File: config.mk
export PLATFORM = sky130hd
export DESIGN_NAME = frt_queue
export DESIGN_NICKNAME = d
export VERILOG_FILES = /design/src/rtl/frt_pkg.sv /design/src/rtl/frt_queue.sv
export SDC_FILE = /design/constraint.sdc
export NUM_CORES = 1
export LEC_CHECK = 0
export ABC_AREA = 1
export BUFFER_PORTS_ARGS = -buffer_cell sky130_fd_sc_hd__buf_4
export CAP_MARGIN = 40
export CORE_MARGIN = 2
export CORE_UTILIZATION = 30
export CTS_CLUSTER_DIAMETER = 30
export CTS_CLUSTER_SIZE = 40
export DETAILED_ROUTE_END_ITERATION = 16
export GPL_ROUTABILITY_DRIVEN = 0
export HOLD_SLACK_MARGIN = 0.06
export SETUP_SLACK_MARGIN = 0.2
export SLEW_MARGIN = 20
export SYNTH_ARGS = -nofsm -noshare
export SYNTH_HDL_FRONTEND = slang
export SYNTH_SLANG_ARGS = --single-unit
File: constraint.sdc
create_clock -name clk -period 16.1 [get_ports clk]
set_input_delay 0.805 -clock clk [delete_from_list [all_inputs] [get_ports clk]]
set_output_delay 0.805 -clock clk [all_outputs]
set_load 0.03 [all_outputs]
File: src/rtl/frt_pkg.sv
// ----------------------------------------------------------------------------
// frt_pkg
// Shared types, codes and constants of the fragment reassembly tracker.
// ----------------------------------------------------------------------------
`default_nettype none

package frt_pkg;

  // default bound on fragments per frame (size of the received map)
  localparam int FRT_MAX_FRAGMENTS = 1024;

  // depth of the queue between front and back, a power of two
  localparam int FRT_QUEUE_DEPTH = 4;

  // width of the frame tag kept per map entry
  localparam int FRT_TAG_W = 16;

  // stream widths
  localparam int FRT_IN_DATA_W  = 248;
  localparam int FRT_IN_USER_W  = 1;
  localparam int FRT_OUT_DATA_W = 248;
  localparam int FRT_OUT_USER_W = 4;

  // stride register reset value
  localparam logic [15:0] FRT_STRIDE_RESET = 16'd1400;

  // keyframe bit within the flags byte
  localparam logic [7:0] FRT_KEYFRAME_MASK = 8'h01;

  // word kinds on the input
  localparam logic ACT_FRAGMENT = 1'b0;
  localparam logic ACT_CLEAR    = 1'b1;

  // result status codes
  localparam logic [2:0] ST_STORED   = 3'd0;
  localparam logic [2:0] ST_COMPLETE = 3'd1;
  localparam logic [2:0] ST_BAD_IDX  = 3'd2;
  localparam logic [2:0] ST_DUP      = 3'd3;
  localparam logic [2:0] ST_BOUNDS   = 3'd4;
  localparam logic [2:0] ST_CLEARED  = 3'd5;

  // classified fragment word passed from front to back
  typedef struct packed {
    logic        action;
    logic [31:0] sequence_req;
    logic [15:0] fragment_index;
    logic        index_over;
    logic [15:0] fragment_count;
    logic [31:0] total_size;
    logic [31:0] offset;
    logic [15:0] length;
    logic [32:0] end_sum;
    logic [7:0]  media_type;
    logic        keyframe;
    logic [63:0] timestamp;
    logic [31:0] sample_rate;
    logic [7:0]  channels;
  } frt_item_t;

  // one result word
  typedef struct packed {
    logic [2:0]  status;
    logic        prior_dropped;
    logic [15:0] dropped_got;
    logic [31:0] write_offset;
    logic [15:0] write_length;
    logic [31:0] done_sequence;
    logic [7:0]  done_media_type;
    logic [63:0] done_timestamp;
    logic        done_keyframe;
    logic [31:0] done_sample_rate;
    logic [7:0]  done_channels;
    logic [31:0] done_total_size;
  } frt_result_t;

endpackage

`default_nettype wire

File: src/rtl/frt_queue.sv
// ----------------------------------------------------------------------------
// frt_queue
// Short first-in first-out queue of classified words between front and back.
// ----------------------------------------------------------------------------
`default_nettype none

module frt_queue (
  input  wire logic               clk,
  input  wire logic               rst,
  input  wire frt_pkg::frt_item_t in_item,
  input  wire logic               in_valid,
  output logic                    in_ready,
  output frt_pkg::frt_item_t      out_item,
  output logic                    out_valid,
  input  wire logic               out_ready
);
  import frt_pkg::*;

  localparam int PW = $clog2(FRT_QUEUE_DEPTH);
  localparam logic [PW:0] FULL_COUNT = (PW + 1)'(FRT_QUEUE_DEPTH);

  frt_item_t   entries [FRT_QUEUE_DEPTH];
  logic [PW-1:0] wr_ptr;
  logic [PW-1:0] rd_ptr;
  logic [PW:0]   count;
  logic          push;
  logic          pop;

  assign in_ready  = (count != FULL_COUNT);
  assign out_valid = (count != '0);
  assign push      = in_valid && in_ready;
  assign pop       = out_valid && out_ready;
  assign out_item  = entries[rd_ptr];

  // pointers and fill level
  always_ff @(posedge clk) begin
    if (rst) begin
      wr_ptr <= '0;
      rd_ptr <= '0;
      count  <= '0;
    end else begin
      if (push) begin
        wr_ptr <= wr_ptr + 1'b1;
      end
      if (pop) begin
        rd_ptr <= rd_ptr + 1'b1;
      end
      if (push && !pop) begin
        count <= count + 1'b1;
      end else if (pop && !push) begin
        count <= count - 1'b1;
      end
    end
  end

  // storage
  always_ff @(posedge clk) begin
    if (push) begin
      entries[wr_ptr] <= in_item;
    end
  end

endmodule

`default_nettype wire

==> impl_metrics.py <==
metrics = {
    "cells_and_area": {
        "drive_gt1_share_pct": 27.8,
        "multiInputGateArea_um2": 7220,
        "seq_area_um2": 35300,
        "fillerInstances": 13300,
        "final_common_cell": "edfxtp_1",
        "nets": 3874,
        "final_cells": 5706,
        "area_delta_synth_final_pct": 33.7,
        "layout_common_cells": "1168 x edfxtp_1, 618 x buf_4, 594 x nor2_1, 332 x o21ai_0, 292 x o22ai_1",
    },
    "power": {
        "p_seq_share_pct": 32.6,
        "share_comb_of_total_power_pct": 24.1,
        "swShare_pct": 32.0,
        "switchingPower_uw": 3740,
        "ir_drop_v": 0.000145,
        "p_leak_uw": 0.0205,
        "power.density_nw_per_um2": 199,
        "p_int_uw": 7940,
        "p_clk_share_pct": 43.2,
    },
    "routing": {
        "drc": 0,
        "viasPerCell": 4.71,
        "wl_per_cell_um": 19.6,
        "ant_nets": 0,
        "drt-pass1-iter-count": 6,
        "wirelength_mm": 112,
        "drtIter0Drc": 1690,
        "vias": 26900,
    },
    "synthesis": {
        "netlist_instances": 2891,
        "ys_ff_latch": 1177,
        "synthesis.area_um2": 43800,
        "synth_compound_area_share_pct": 10.9,
        "synth-simple-area-share_pct": 5.31,
        "yosysSeqAreaShare_pct": 80.4,
        "synthAdderAreaFrac_pct": 0.188,
        "yosys_warnings": 0,
        "synth-xor-area-share_pct": 0.0200,
        "synth_top_family_by_area": "compound AO/OA/AOI/OAI gates",
        "ys_types": 22,
        "synth_area_per_cell_um2": 15.2,
        "yosys-mux-area-fraction_pct": 0,
        "syn-num-nets": 3193,
    },
    "timing": {
        "setup_tns_ps": 0,
        "max-slew-margin-rel_pct": 14.7,
        "post-route-min-period_ps": 5310,
        "drv_slew": 0,
        "period_share_pct": 33.0,
        "fin_worst_skew_ps": 84.2,
        "setup_violations": 0,
        "finalHoldViolCount": 0,
        "fmax_ghz": 0.188,
        "rsz0062_at_grt": "false",
        "worst-slew-pin-transition_ps": 1280,
        "holdWs_ps": 158,
    },
    "clock_network": {
        "hold_buffers": 0,
        "cts_buffers": 234,
        "cts_tree": "done",
        "cts_buffer_depth": 3,
        "htreeDepth": 4,
        "clkTransAtPathRegs_ps": 50,
        "cts_root_buf": "clkbuf_16",
        "insertion_delay_ps": 840,
        "cts_resized": 0,
        "cts_setup_buffers": 0,
        "clock_sinks": 1177,
    },
    "worst_setup_path": {
        "critPathSlowestCell": "dfxtp_4",
        "path_cells": "buf_4 -> buf_4 -> buf_16 -> buf_4 -> o21ai_0 -> o22ai_1 -> buf_4",
        "crit_arrival_ps": 4510,
        "crit_top_cell": "buf_4",
        "worstSetupEndpointType": "output port",
        "startpoint_type": "flop",
        "cp_slowest_stage_delay_ps": 800,
        "criticalPathCategory": "reg2out",
        "critPathMaxFanout": 80,
        "cp_data_required_time_ps": 15290,
    },
    "floorplan": {
        "die_area_um2": 149000,
        "die_w_um": 386,
        "die_h_um": 386,
        "ios": 590,
        "initial_core_util_pct": 30.1,
        "rows": 140,
        "core_um2": 145000,
    },
    "global_route": {
        "grt_antenna_before_repair": 9,
        "grt_pass1_wl_mm": 162,
        "grt.total_usage_pct": 14.3,
        "grt-ovfl-total": 0,
        "grt_pass1_vias": 26100,
        "grt_max_degree": 199,
    },
    "place": {
        "placedCellCount": 5250,
        "dpl.hpwl_mm": 63.9,
        "io_buffers": 589,
    },
    "status": {
        "status": "finished, final reports clean",
    },
    "hold_path": {
        "hold_class": "in2reg",
    },
    "flow_run": {
        "max_cap_viol_count": 0,
    },
}
-- metrics by stage --
stage                     setup slack, ps  power [µW]  util [%]  instance area, µm²
after global placement              11460        6650      34.2               49700
after floorplan                      2120        5770         -               43800
after CTS                           10430       11800      40.2               58500
after global routing                10470       12100      40.3               58600
final                               10790       11700      40.3               58600
after detailed placement            11350        6700      34.4               50000
-- power groups by stage --
stage	Combinational, µW	Sequential (µW)	Clock (µW)
2_1_floorplan	1770	4000	0
6_report	2820	3810	5050
4_1_cts	2840	3810	5130
5_1_grt	3000	3840	5290
3_3_place_gp	2780	3870	0
3_5_place_dp	2830	3870	0
-- final timing paths --
kind	startpoint	to	slack [ps]	depth (start not counted)
worst min-delay path	rst	flop	160	2
worst max register to register	count[0]	entries[3][58]	12300	8
worst min register to register	rd_ptr[0]	flop	490	2
worst max-delay path	flop	out_item[157]	10790	7
-- cells in the mapped netlist --
cell type  count  area (µm²)
o21ai_1      253        1270
inv_1         14        52.6
inv_12         1        16.3
nand2_1       15        56.3
edfxtp_1    1168       35100
xor2_1         1        8.76
a21oi_1        3        15.0
fa_1           1        20.0
nand3_1        4        20.0
buf_12         3        60.1
o21ai_0      332        1660
nor2_1       598        2240
buf_6         58         653
clkbuf_1      91         342
nand3b_1       1        7.51
buf_2         32         160
ha_1           5        62.6
buf_4          6        45.0
dfxtp_1        9         180
inv_2          1        3.75
o22ai_1      292        1830
buf_8          3        45.0
-- cell families (layout without fill, tap and decap cells) --
logic type               after synthesis  after routing
buffers and inverters                209           1100
XOR/XNOR                               1              1
adder cells (fa/ha/maj)                6              6
flip-flops                          1177           1177
AO/OA/AOI/OAI                        880            880
AND/OR/NAND/NOR                      618            618
other                                  0              7
-- cell type report --
type,instances,area share (%)
flip-flops and latches,1177,60.2
multi-input cells,1505,12.3
clock buffers,247,10.1
repair buffers,638,8.73
clock inverters,199,4.43
well taps,1917,4.09
inverters,16,0.160
diodes,7,0.0299
-- worst max-delay path, delay by kind of cell, from the launching register on --
family,cells,cell delay [ps]
buf+inv,5,2220
flops,1,800
compound gates,2,450
-- sequential cells by signal, summed over array words and instances, names as in the netlist, named ones only --
name / count
rd_ptr: 2
wr_ptr: 2
count: 3
entries: 1168
-- per-layer routing --
metal  track usage [%]  part of all wire (%)
met5                 0                 0.041
met4              5.07                   2.2
met3              4.62                   8.2
met2              23.5                    49
met1              17.6                    40
Power figures use the tool's default switching activity.
