<file path="src/rtl/frt_pkg.sv">
// ----------------------------------------------------------------------------
// frt_pkg
// Shared types, codes and constants of the fragment reassembly tracker.
// ----------------------------------------------------------------------------
`default_nettype none

package frt_pkg;

  // default bound on fragments per frame (size of the received map)
  localparam int FRT_MAX_FRAGMENTS = 1024;

  // depth of the queue between front and back, a power of two
  localparam int FRT_QUEUE_DEPTH = 4;

  // width of the frame tag kept per map entry
  localparam int FRT_TAG_W = 16;

  // stream widths
  localparam int FRT_IN_DATA_W  = 248;
  localparam int FRT_IN_USER_W  = 1;
  localparam int FRT_OUT_DATA_W = 248;
  localparam int FRT_OUT_USER_W = 4;

  // stride register reset value
  localparam logic [15:0] FRT_STRIDE_RESET = 16'd1400;

  // keyframe bit within the flags byte
  localparam logic [7:0] FRT_KEYFRAME_MASK = 8'h01;

  // word kinds on the input
  localparam logic ACT_FRAGMENT = 1'b0;
  localparam logic ACT_CLEAR    = 1'b1;

  // result status codes
  localparam logic [2:0] ST_STORED   = 3'd0;
  localparam logic [2:0] ST_COMPLETE = 3'd1;
  localparam logic [2:0] ST_BAD_IDX  = 3'd2;
  localparam logic [2:0] ST_DUP      = 3'd3;
  localparam logic [2:0] ST_BOUNDS   = 3'd4;
  localparam logic [2:0] ST_CLEARED  = 3'd5;

  // classified fragment word passed from front to back
  typedef struct packed {
    logic        action;
    logic [31:0] sequence_req;
    logic [15:0] fragment_index;
    logic        index_over;
    logic [15:0] fragment_count;
    logic [31:0] total_size;
    logic [31:0] offset;
    logic [15:0] length;
    logic [32:0] end_sum;
    logic [7:0]  media_type;
    logic        keyframe;
    logic [63:0] timestamp;
    logic [31:0] sample_rate;
    logic [7:0]  channels;
  } frt_item_t;

  // one result word
  typedef struct packed {
    logic [2:0]  status;
    logic        prior_dropped;
    logic [15:0] dropped_got;
    logic [31:0] write_offset;
    logic [15:0] write_length;
    logic [31:0] done_sequence;
    logic [7:0]  done_media_type;
    logic [63:0] done_timestamp;
    logic        done_keyframe;
    logic [31:0] done_sample_rate;
    logic [7:0]  done_channels;
    logic [31:0] done_total_size;
  } frt_result_t;

endpackage

`default_nettype wire

</file>
<file path="src/rtl/frt_front.sv">
// ----------------------------------------------------------------------------
// frt_front
// Input side: unpacks the word, holds the stride register, forms the write
// offset, the copy length and the payload end, and flags indexes past the map.
// ----------------------------------------------------------------------------
`default_nettype none

module frt_front #(
  parameter int MAX_FRAGMENTS = frt_pkg::FRT_MAX_FRAGMENTS
) (
  input  wire logic                             clk,
  input  wire logic                             rst,
  input  wire logic                             cfg_wr_en,
  input  wire logic [15:0]                      cfg_wr_data,
  input  wire logic                             s_tvalid,
  output logic                                  s_tready,
  input  wire logic [frt_pkg::FRT_IN_DATA_W-1:0] s_tdata,
  input  wire logic [frt_pkg::FRT_IN_USER_W-1:0] s_tuser,
  output frt_pkg::frt_item_t                    item,
  output logic                                  item_valid,
  input  wire logic                             item_ready
);
  import frt_pkg::*;

  localparam logic [16:0] INDEX_LIMIT = 17'(MAX_FRAGMENTS);

  logic [15:0] fragment_stride;
  logic        f1_valid;
  frt_item_t   f1_item;
  logic        accept;

  logic [15:0] in_index;
  logic [15:0] in_hlen;
  logic [15:0] in_alen;

  // stride register
  always_ff @(posedge clk) begin
    if (rst) begin
      fragment_stride <= FRT_STRIDE_RESET;
    end else if (cfg_wr_en) begin
      fragment_stride <= cfg_wr_data;
    end
  end

  assign s_tready = !f1_valid || item_ready;
  assign accept   = s_tvalid && s_tready;

  assign in_index = s_tdata[47:32];
  assign in_hlen  = s_tdata[111:96];
  assign in_alen  = s_tdata[127:112];

  // stage valid
  always_ff @(posedge clk) begin
    if (rst) begin
      f1_valid <= 1'b0;
    end else if (accept) begin
      f1_valid <= 1'b1;
    end else if (item_ready) begin
      f1_valid <= 1'b0;
    end
  end

  // unpack, multiply and classify
  always_ff @(posedge clk) begin
    if (accept) begin
      f1_item.action         <= s_tuser[0];
      f1_item.sequence_req   <= s_tdata[31:0];
      f1_item.fragment_index <= in_index;
      f1_item.index_over     <= ({1'b0, in_index} >= INDEX_LIMIT);
      f1_item.fragment_count <= s_tdata[63:48];
      f1_item.total_size     <= s_tdata[95:64];
      f1_item.offset         <= {16'd0, in_index} * {16'd0, fragment_stride};
      f1_item.length         <= (in_alen < in_hlen) ? in_alen : in_hlen;
      f1_item.end_sum        <= '0;
      f1_item.media_type     <= s_tdata[135:128];
      f1_item.keyframe       <= |(s_tdata[143:136] & FRT_KEYFRAME_MASK);
      f1_item.timestamp      <= s_tdata[207:144];
      f1_item.sample_rate    <= s_tdata[239:208];
      f1_item.channels       <= s_tdata[247:240];
    end
  end

  // payload end, computed without wrap
  always_comb begin
    item         = f1_item;
    item.end_sum = {1'b0, f1_item.offset} + {17'd0, f1_item.length};
  end

  assign item_valid = f1_valid;

endmodule

`default_nettype wire

</file>
<file path="config.mk">
export PLATFORM = sky130hd
export DESIGN_NAME = frt_front
export DESIGN_NICKNAME = d
export VERILOG_FILES = /design/src/rtl/frt_pkg.sv /design/src/rtl/frt_front.sv
export SDC_FILE = /design/constraint.sdc
export NUM_CORES = 1
export LEC_CHECK = 0
export ABC_AREA = 1
export BUFFER_PORTS_ARGS = -buffer_cell sky130_fd_sc_hd__buf_2
export CELL_PAD_IN_SITES_DETAIL_PLACEMENT = 0
export CELL_PAD_IN_SITES_GLOBAL_PLACEMENT = 1
export CORE_AREA = 5 5 296 182
export DETAILED_ROUTE_END_ITERATION = 7
export DIE_AREA = 0 0 301 187
export HOLD_SLACK_MARGIN = 0.06
export PLACE_DENSITY = 0.92
export SLEW_MARGIN = 30
export SYNTH_ARGS = -nofsm -noshare
export SYNTH_HDL_FRONTEND = slang
export SYNTH_SLANG_ARGS = --single-unit
</file>
<file path="constraint.sdc">
create_clock -name clk -period 19.3 [get_ports clk]
set_input_delay 0.965 -clock clk [delete_from_list [all_inputs] [get_ports clk]]
set_output_delay 0.965 -clock clk [all_outputs]
set_load 0.01 [all_outputs]
</file>
==> summary.md, run 1 <==
| Metric | Value |
|---|---|
| Synth unique cells | `36` |
| CP max stage cell | `dfxtp_1` |
| Final clock skew | `0.00850 ns` |
| Total number of vias | `16100` |
| CTS tree | `yes` |
| Pwr Density | `169 nW/um^2` |
| Die Ht | `187 um` |
| Post-synth top area share | `38.7%` |
| Worst hold slack | `0.536 ns` |
| Vias in the first global route | `16100` |
| Leakage | `13.1 nW` |
| I/O Buffers | `556` |
| Drt wl/cell | `20.4 um` |
| Hold crit path type | `register to register` |
| Sw power | `2.10 mW` |
| Final WL | `69200 um` |
| Crit path arrival time | `6.56 ns` |
| Multi-input logic area | `9790 um^2` |
| Slack of the worst reg-to-reg path | `13.08 ns` |
| EDFF count, synth | `259` |
| Placed Cells incl. Taps | `3326` |
| Status | `complete, no violations` |
| GR Overflow Total | `0` |
| Sequential area share after synthesis | `40.4%` |
| Mapped Area | `20100 um^2` |
| Sequential share of power | `21.4%` |
| Layout area overhead | `21.4%` |
| Worst hold stages | `2` |
| Drt pass-1 iters | `5` |
| Layout Cells excl Fill | `3389` |
| Rows | `64` |
| Die area | `56300 um^2` |
| Hold Fails Final Rpt | `0` |
| Residual DRC count | `0` |
| Worst Tran Pin Value | `0.951 ns` |
| Final-report setup violation count | `0` |
| Layout cell share with drive strength beyond 1 | `24.5%` |
| Clk buf depth | `3` |
| CTS resizes | `0` |
| Max incr delay on CP | `0.87 ns` |
| Horiz. Die Dim | `301 um` |
| Post-DP Area | `23500 um^2` |
| RSZ-0062 raised after global routing | `false` |
| Async SR Flop Fraction | `0%` |
| Switch share | `50.8%` |
| Cells after Synth | `2143` |
| R2R depth | `18` |
| Post-synthesis sequential element count | `276` |
| Initial antenna violation count | `27` |
| Top Ports | `564` |
| Comb pwr share | `66.0%` |
| Setup TNS | `0 ns` |
| Worst setup path start | `fragment_stride[12]` |
| Kind of critical path | `register to register` |
| Crit path required time | `19.64 ns` |
| Max-Cap Viols | `0` |
| RePlAce Congestion | `0.923` |
| Commonest cells in the netlist | `646 x nand2_1, 498 x inv_1, 259 x edfxtp_1` |
| Maximum vdd drop | `0.165 mV` |
| Later-pin clock latency in the skew report | `0.59 ns` |
| Yosys warning count | `0` |
| CTS Root Cell | `clkbuf_16` |
| Vias per cell | `4.76` |
| RR Endpoint | `item[189]` |
| Number of CTS-inserted buffers | `28` |
| 1st-iter DRT viols | `1056` |
| CP dominant cell by count | `fa_1` |
| Maximum number of pins on one net before global-route repair | `81` |
| Fillers | `4889` |
| Clock-pin slew on the worst setup and hold paths | `0.06 ns` |
| Period utilisation layout | `32.2%` |
| Total internal power | `2.03 mW` |
| First-pass GRT wire length | `102000 um` |
| Max frequency | `161 MHz` |
| Critical Path Sink | `item[189]` |
| GRT Util Overall | `24.0%` |
| FF/Latch Area | `8120 um^2` |
| Hold-fix buffer count after cts | `0` |
| Net Count, Synth | `2743` |
| H-tree Lvls | `1` |
| Slew HR | `36.6%` |
| CP Capture Type | `register` |
| DP HPWL | `58400 um` |
| Max Slew Vio Count | `0` |
| Initial Util | `39.7%` |
| Biggest area consumer among synthesized cells | `edfxtp_1` |
| Core Area | `50600 um^2` |
| Final std cell area, no fill | `24400 um^2` |
| Clk pwr share | `12.6%` |
| Tmin final | `6.22 ns` |
| Average size of a mapped cell | `9.37 um^2` |
| Area contributors post-synth | `edfxtp_1 39%, fa_1 19%, nand2_1 12%` |
| Worst path cell trace | `nand2_1 -> fa_1 -> inv_1 -> fa_1 -> fa_1 -> fa_1 -> fa_1 -> inv_1 -> fa_1 -> inv_1 -> ha_1 -> nand2_1 -> inv_1 -> nand2_1 -> nor3_1 -> nand3_1 -> nand4_1 -> nand2_1` |
| Crit start category | `register` |
| RR Startpoint | `fragment_stride[12]` |
| Clock Sinks | `276` |
| Post-route ant nets | `0` |
| Final nets | `3263` |
| Main synth FF type | `edfxtp_1` |
| # Post-CTS Setup Buffers | `0` |
| Crit Path Max Fanout | `17` |
| Count leader, synth | `nand2_1` |
## critical path, delay by kind of cell (launching register included)
kind / cells / cell delay, ns
adders and majority gates: 7 / 3.60
and+or+nand+nor: 7 / 1.23
DFF: 1 / 0.87
buffers and inverters: 4 / 0.27
## worst min-delay path by stage
stage / start / to / slack, ns
6_report: item_valid / item_valid / 0.54
5_1_grt: s_tdata[81] / item[211] / 0.51
4_1_cts: s_tdata[201] / item[97] / 0.51
3_5_place_dp: item_valid / item_valid / 0.53
3_3_place_gp: item_valid / item_valid / 0.51
2_1_floorplan: item_valid / item_valid / 0.58
## state kept, by name, indices dropped and copies added (netlist names)
register and count:
item_valid 1, fragment_stride 16, item 259
## metrics by stage
stage | setup slack [ns] | util [%] | power (mW)
6_report | 13.08 | 48.2 | 4.13
5_1_grt | 12.87 | 48.2 | 4.56
3_5_place_dp | 12.69 | 46.4 | 3.64
3_3_place_gp | 12.75 | 46.4 | 3.61
2_1_floorplan | 4.91 | - | 2.82
4_1_cts | 13.13 | 48.1 | 4.18
## power by group through the flow
stage | combinational (mW) | sequential, mW | clock [mW]
detailed placement | 2.74 | 0.898 | 0
global route | 3.10 | 0.890 | 0.565
global placement | 2.71 | 0.896 | 0
finish | 2.73 | 0.883 | 0.519
CTS | 2.76 | 0.886 | 0.537
floorplan | 1.92 | 0.907 | 0
## routing by layer
layer	vias up	track usage (%)	wire [um]
li1	7555	-	-
met1	7804	29.7	26600
met2	652	41.8	34700
met3	105	5.72	5660
met4	2	7.30	2180
met5	-	0	13
## placed cells by master (no fill, tap or decap), drive strengths merged, types with 3 or more instances in the layout
| master | n |
|---|---|
| dfxtp | 17 |
| nand4 | 9 |
| edfxtp | 259 |
| diode | 13 |
| nand3 | 85 |
| xor2 | 28 |
| inv | 511 |
| clkbuf | 29 |
| xnor2 | 4 |
| buf | 560 |
| nor2 | 82 |
| nor3 | 22 |
| clkinv | 16 |
| fa | 195 |
| ha | 135 |
| o21bai | 5 |
| and2 | 3 |
| o21ai | 17 |
| nand2 | 659 |
| a21oi | 38 |
## cell families (layout without fill, tap and decap cells)
| kind of cell | count (synthesis) | count (layout) | synth area share (%) |
|---|---|---|---|
| AOI/OAI and AO/OA | 62 | 62 | 1.69 |
| xor gates and xnor gates | 32 | 32 | 1.40 |
| adders and majority gates | 330 | 330 | 27.8 |
| buffers and inverters | 578 | 1118 | 10.9 |
| DFF | 276 | 276 | 40.4 |
| other | 0 | 13 | 0 |
| and+or+nand+nor | 865 | 865 | 17.8 |
## area by class of cell
class | count | area share, %
multi-input cells | 1289 | 40.2
flip-flops and latches | 276 | 33.3
repair buffers | 560 | 11.5
inverters | 508 | 7.82
well taps | 693 | 3.55
clock buffers | 29 | 2.89
clock inverters | 21 | 0.631
diodes | 13 | 0.133
Note: power is estimated with default switching activity, not from simulation.
==> run 2: changes to the inputs <==
--- a/config.mk
+++ b/config.mk
@@ -9,11 +9,11 @@
 export BUFFER_PORTS_ARGS = -buffer_cell sky130_fd_sc_hd__buf_2
 export CELL_PAD_IN_SITES_DETAIL_PLACEMENT = 0
 export CELL_PAD_IN_SITES_GLOBAL_PLACEMENT = 1
-export CORE_AREA = 5 5 296 182
+export CORE_AREA = 5 5 311 191
 export DETAILED_ROUTE_END_ITERATION = 7
-export DIE_AREA = 0 0 301 187
+export DIE_AREA = 0 0 316 196
 export HOLD_SLACK_MARGIN = 0.06
-export PLACE_DENSITY = 0.92
+export PLACE_DENSITY = 0.88
 export SLEW_MARGIN = 30
 export SYNTH_ARGS = -nofsm -noshare
 export SYNTH_HDL_FRONTEND = slang
==> constraint.sdc (replaced) <==
create_clock -name clk -period 5 [get_ports clk]
set_input_delay 0.25 -clock clk [delete_from_list [all_inputs] [get_ports clk]]
set_output_delay 0.25 -clock clk [all_outputs]
set_load 0.01 [all_outputs]
==> run 2 against run 1 <==
  * The run now ends with setup timing left
  * Core utilization increased by 3.4 points
  * Sequential share of layout area fell by 5.3 points
  * Die area up 10%
  * Non-clock buffer count increased by 396
  * Flip-flop and latch count did not move
  * Register-to-register slack worse by 13 ns
  * Hold slack got worse by 0.43 ns
  * Sequential power grew to 3.9 times the previous value
  * Critical path type unchanged
  * Highest routed layer unchanged
==> summary.md, run 2 (synthesis results as in run 1) <==
| Metric | Value |
|---|---|
| Clock Sinks | `276 (unchanged)` |
| Max FFs per register | `259 (unchanged)` |
| Kind of critical path | `register to register` |
| Worst hold endpoint | `fragment_stride[5]` |
| Min-delay src | `cfg_wr_en` |
| Number of CTS-inserted buffers | `28 (unchanged)` |
| Slew HR | `45.4% (+8.8 points)` |
| Slack of the worst reg-to-reg path | `-0.08 ns (-13.16 ns)` |
| Clock-pin slew on the worst setup and hold paths | `0.07 ns (about the same)` |
| Period utilisation layout | `102% (+69 points)` |
| GR Overflow Total | `0 (unchanged)` |
| Final std cell area, no fill | `29200 um^2 (+20%)` |
| Layout cell share with drive strength beyond 1 | `32.4% (+8.0 points)` |
| GRT Util Overall | `22.0% (-2.0 points)` |
| DP HPWL | `55400 um (-5.1%)` |
| Horiz. Die Dim | `316 um (+5.0%)` |
| H-tree Lvls | `1 (unchanged)` |
| I/O Buffers | `556 (unchanged)` |
| First-pass GRT wire length | `105000 um (+3.2%)` |
| Commonest cells after routing, fill and taps aside | `576 x nand2_1, 556 x buf_2, 457 x inv_1, 259 x edfxtp_1, 250 x dlygate4sd3_1` |
| Residual DRC count | `0 (unchanged)` |
| Hold Fails Final Rpt | `0 (unchanged)` |
| Die Ht | `196 um (+4.8%)` |
| Drt pass-1 iters | `5 (unchanged)` |
| RR Startpoint | `fragment_stride[9]` |
| RSZ-0062 raised after global routing | `true` |
| Max frequency | `197 MHz (+22%)` |
| Maximum number of pins on one net before global-route repair | `121 (+49%)` |
| Crit start category | `register` |
| CTS Root Cell | `clkbuf_16` |
| Final worst slack | `-0.0803 ns (-13.16 ns)` |
| Final nets | `3659 (+12%)` |
| Tmin final | `5.08 ns (-1.14 ns)` |
| Hold crit path type | `input port to register` |
| Max Slew Vio Count | `0 (unchanged)` |
| Total number of vias | `17700 (+10%)` |
| Clk buf depth | `3 (unchanged)` |
| CP Capture Type | `register` |
| Failing checks | `setup timing` |
| Fillers | `5095 (+4.2%)` |
| CTS tree | `yes` |
| Post-layout util | `51.6% (+3.4 points)` |
| Post-layout power | `23.4 mW (+470%)` |
| Final clock skew | `0.0117 ns (+0.00319 ns)` |
| Top Ports | `564 (unchanged)` |
| Layout area overhead | `45.4%` |
| Commonest non-fill, non-tap cell in the layout | `nand2_1` |
| Status | `finished with violations` |
| Max-Cap Viols | `0 (unchanged)` |
| Rows | `68 (+6.3%)` |
| Pwr Density | `801 nW/um^2 (+370%)` |
| RePlAce Congestion | `0.916 (-0.73%)` |
| Final WL | `70800 um (+2.3%)` |
| RR Endpoint | `item[188]` |
| Later-pin clock latency in the skew report | `0.57 ns (-0.02 ns)` |
| Crit Path Max Fanout | `5 (-12)` |
| Crit path required time | `5.32 ns (-14.32 ns)` |
| 1st-iter DRT viols | `1418 (+34%)` |
| Initial Util | `35.5% (-4.2 points)` |
| Worst hold stages | `3 (+1)` |
| Leakage | `15.1 nW (+15%)` |
| Crit path arrival time | `5.40 ns (-1.16 ns)` |
| Initial antenna violation count | `8 (-70%)` |
| Drt wl/cell | `18.4 um (-10%)` |
| Final-report setup violation count | `14 (+14)` |
| Vias per cell | `4.60 (-3.3%)` |
| Die area | `61900 um^2 (+10%)` |
| Worst Tran Pin Value | `0.818 ns (-0.133 ns)` |
| Core Area | `56600 um^2 (+12%)` |
| Post-DP Area | `24800 um^2 (+5.4%)` |
| Vias in the first global route | `17600 (+9.0%)` |
| R2R depth | `21 (+3)` |
| Maximum vdd drop | `1.01 mV (+510%)` |
| Post-route ant nets | `0 (unchanged)` |
-- run 2: per-layer routing --
layer | up-vias | share of wire (%) | global-route usage, %
li1 | 8341 | - | -
met1 | 8440 | 46 | 33.0
met2 | 853 | 42 | 32.1
met3 | 87 | 10 | 6.17
met4 | 10 | 1.7 | 3.66
met5 | - | 0.071 | 0
-- run 2: worst max-delay path, cell delays in order (launching register included) --
cell and delay, ns:
dfxtp_2 0.35, buf_12 0.11, buf_12 0.11, nand2_2 0.05
fa_1 0.49, fa_1 0.48, inv_1 0.05, fa_1 0.49
fa_1 0.52, fa_1 0.59, inv_2 0.05, fa_1 0.49
inv_2 0.05, ha_4 0.26, nand2_2 0.07, nand2_2 0.08
a21oi_2 0.16, nor2_1 0.08, nor2_1 0.15, nand3_1 0.09
nand2_1 0.09, nand2_1 0.05
-- run 2: worst max path at each step --
| stage | start | endpoint | slack, ns | depth (start not counted) |
|---|---|---|---|---|
| after global routing | fragment_stride[9] | item[188] | -0.25 | 21 |
| after detailed placement | fragment_stride[6] | item[184] | -0.42 | 21 |
| after global placement | fragment_stride[6] | item[184] | -0.32 | 21 |
| final | fragment_stride[9] | item[188] | -0.08 | 21 |
| after floorplan | item_ready | item[0] | -0.09 | 2 |
| after CTS | fragment_stride[11] | item[192] | -0.03 | 24 |
-- run 2: cell type report --
type	count	area (um^2)	share of cell area, %
Timing Repair Buffer	956	6570	22.5
Clock buffer	35	748	2.56
Sequential cell	276	8170	28.0
Tap cell	770	963	3.30
Antenna cell	4	10.0	0.0343
Inverter	508	1940	6.63
Clock inverter	16	135	0.463
Multi-Input combinational cell	1289	10700	36.6
-- run 2: report_power, final --
group | internal (mW) | switching, mW | total [mW]
Sequential | 3.15 | 0.261 | 3.41
Clock | 1.16 | 0.907 | 2.07
Combinational | 7.61 | 10.3 | 17.9
-- run 2: what timing repair did --
item | in CTS | in global routing
hold buffers | 250 | 0
gates resized for setup | 119 | 149
setup buffers | 4 | 11
endpoints found under the hold margin | 230 | 0
endpoints found under the setup margin | 22 | 22
pin swaps | 65 | 58
-- run 2: per-stage QoR --
stage	hold slack, ns	cells	setup slack (ns)	TNS, ns
after global routing	0.0802	3853	-0.247	-3.01
after CTS	0.0651	3838	-0.0301	-0.0528
final	0.104	3854	-0.0803	-0.405
after floorplan	0.319	2143	-0.0937	-24.29
after global placement	0.423	3533	-0.322	-5.00
after detailed placement	0.428	3533	-0.423	-6.41
==> run 3: changes to the inputs <==
--- a/config.mk
+++ b/config.mk
@@ -12,6 +12,7 @@
 export CORE_AREA = 5 5 311 191
 export DETAILED_ROUTE_END_ITERATION = 7
 export DIE_AREA = 0 0 316 196
+export GPL_TIMING_DRIVEN = 0
 export HOLD_SLACK_MARGIN = 0.06
 export PLACE_DENSITY = 0.88
 export SLEW_MARGIN = 30
==> run 3 against run 2 <==
  * The flow still finishes with violations (setup timing)
  * Critical path type unchanged
  * Largest cell class unchanged
  * Wire length rose by 5.1%
  * Setup slack got worse by 0.22 ns
  * Cell count rose by 0.26%
  * Combinational power fell by 9%
  * Non-clock buffer count rose by 9
  * Maximum frequency fell by 4.1%
  * First-iteration DRC count rose by 3.0%
  * Global-route usage rose by 1.4 points
==> summary.md, run 3 (synthesis results as in run 1) <==
| Metric | Value |
|---|---|
| CP Capture Type | `register` |
| Clock Sinks | `276 (unchanged)` |
| Placed Cells incl. Taps | `3483 (-1.4%)` |
| Setup TNS | `-4.68 ns (-4.28 ns)` |
| RePlAce Congestion | `0.975 (+6.5%)` |
| Period utilisation layout | `106% (+4.4 points)` |
| GR Overflow Total | `0 (unchanged)` |
| Layout cell share with drive strength beyond 1 | `31.8% (-0.58 points)` |
| Die Ht | `196 um (unchanged)` |
| Max Slew Vio Count | `0 (unchanged)` |
| Later-pin clock latency in the skew report | `0.57 ns (about the same)` |
| Failing checks | `setup timing` |
| Total number of vias | `17800 (+0.46%)` |
| Max FFs per register | `259 (unchanged)` |
| Core Area | `56600 um^2 (unchanged)` |
| Residual DRC count | `0 (unchanged)` |
| Clock-pin slew on the worst setup and hold paths | `0.07 ns (about the same)` |
| Max frequency | `189 MHz (-4.1%)` |
| Final std cell area, no fill | `29700 um^2 (+1.6%)` |
| Layout Cells excl Fill | `3864 (+0.26%)` |
| CTS Root Cell | `clkbuf_16` |
| Kind of critical path | `register to register` |
| Die area | `61900 um^2 (unchanged)` |
| Commonest non-fill, non-tap cell in the layout | `nand2_1` |
| Commonest cells after routing, fill and taps aside | `575 x nand2_1, 557 x buf_2, 459 x inv_1, 266 x dlygate4sd3_1, 259 x edfxtp_1` |
| Crit path required time | `5.31 ns (about the same)` |
| DP HPWL | `57300 um (+3.5%)` |
| Max incr delay on CP | `0.56 ns (-0.03 ns)` |
| R2R depth | `20 (-4.8%)` |
| Leakage | `15.3 nW (+1.4%)` |
| Status | `finished with violations` |
| Slew HR | `61.1% (+16 points)` |
| Crit start category | `register` |
| Final-report setup violation count | `20 (+6)` |
| Clk buf depth | `3 (unchanged)` |
| 1st-iter DRT viols | `1460 (+3.0%)` |
| First-pass GRT wire length | `110000 um (+4.8%)` |
| Pre-CTS setup slack | `-0.802 ns (-0.379 ns)` |
| Final WL | `74400 um (+5.1%)` |
| Worst hold slack | `0.194 ns (+0.0904 ns)` |
| Initial antenna violation count | `17 (+9)` |
| Drt wl/cell | `19.3 um (+4.8%)` |
| CP dominant cell by count | `inv_2` |
| Drt pass-1 iters | `6 (+1)` |
| Vias in the first global route | `18100 (+2.8%)` |
| Maximum vdd drop | `0.943 mV (-6.2%)` |
| RSZ-0062 raised after global routing | `true` |
| Final nets | `3667 (+0.22%)` |
| Crit path arrival time | `5.61 ns (+0.21 ns)` |
| Final worst slack | `-0.300 ns (-0.220 ns)` |
| Layout area overhead | `47.8%` |
| Tmin final | `5.30 ns (+0.220 ns)` |
| Hold crit path type | `input port to register` |
| Rows | `68 (unchanged)` |
| Hold Fails Final Rpt | `0 (unchanged)` |
| CTS tree | `yes` |
| I/O Buffers | `556 (unchanged)` |
| GRT Util Overall | `23.4% (+1.4 points)` |
| Pwr Density | `731 nW/um^2 (-8.8%)` |
| Top Ports | `564 (unchanged)` |
| Initial Util | `35.5% (unchanged)` |
| Vias per cell | `4.61 (+0.20%)` |
| Number of CTS-inserted buffers | `27 (-3.6%)` |
| Final clock skew | `0.0162 ns (+0.00454 ns)` |
| Maximum number of pins on one net before global-route repair | `24 (-80%)` |
| Post-DP Area | `24500 um^2 (-0.93%)` |
| Horiz. Die Dim | `316 um (unchanged)` |
| Worst hold stages | `4 (+1)` |
| Worst Tran Pin Value | `0.584 ns (-0.234 ns)` |
| Post-layout util | `52.5% (+0.84 points)` |
| Crit Path Max Fanout | `4 (-1)` |
| CP max stage cell | `fa_2` |
| Post-layout power | `21.7 mW (-7.3%)` |
| H-tree Lvls | `1 (unchanged)` |
| Post-route ant nets | `0 (unchanged)` |
| Max-Cap Viols | `0 (unchanged)` |
| Worst path cell trace | `buf_8 -> nand2_2 -> inv_2 -> fa_1 -> inv_2 -> fa_1 -> fa_1 -> fa_1 -> inv_2 -> fa_1 -> inv_2 -> fa_2 -> inv_2 -> ha_4 -> nand2_4 -> inv_2 -> a21oi_4 -> nand3_4 -> buf_6 -> xor2_2` |
run 3: worst paths after layout:
path                       from                  end  slack, ns
min                   cfg_wr_en  fragment_stride[15]       0.19
min reg2reg  fragment_stride[4]   fragment_stride[4]       0.53
max reg2reg  fragment_stride[6]            item[174]      -0.30
max          fragment_stride[6]            item[174]      -0.30
run 3: power breakdown:
part | leakage (nW) | internal (mW) | switching [mW] | total [mW]
clock network | 0.413 | 1.11 | 0.899 | 2.01
registers | 2.65 | 3.15 | 0.225 | 3.38
logic | 12.2 | 6.67 | 9.64 | 16.3
total | 15.3 | 10.9 | 10.8 | 21.7
run 3: layout make-up:
class,count,area [um^2]
Clock buffer,35,706
Clock inverter,13,146
Tap cell,770,963
Timing Repair Buffer,901,6340
Inverter,508,1920
Sequential cell,276,8130
Multi-Input combinational cell,1289,10700
Fill cell,5019,26900
Antenna cell,8,20.0
Buffer,64,779
run 3: repair_timing:
action,in CTS,in global routing
pin swaps,82,78
cloned,1,0
resized for setup,186,125
hold buffers,266,0
endpoints found under the setup margin,22,22
buffers inserted,49,15
endpoints found under the hold margin,243,0
run 3: per-layer routing:
metal	up-vias	part of all wire [%]	global-route usage [%]
met3	111	12	9.21
met1	8483	43	32.9
met4	16	3.1	6.44
met2	825	41	33.6
met5	-	0.11	0
li1	8378	-	-
run 3: critical path, delay by kind of cell (launching register included):
kind                     cells  cell delay, ns
XOR/XNOR                     1            0.14
adder cells (fa/ha/maj)      7            3.45
flip-flops                   1            0.35
buffers and inverters        8            0.54
AO/OA/AOI/OAI                1            0.23
AND/OR/NAND/NOR              3            0.30
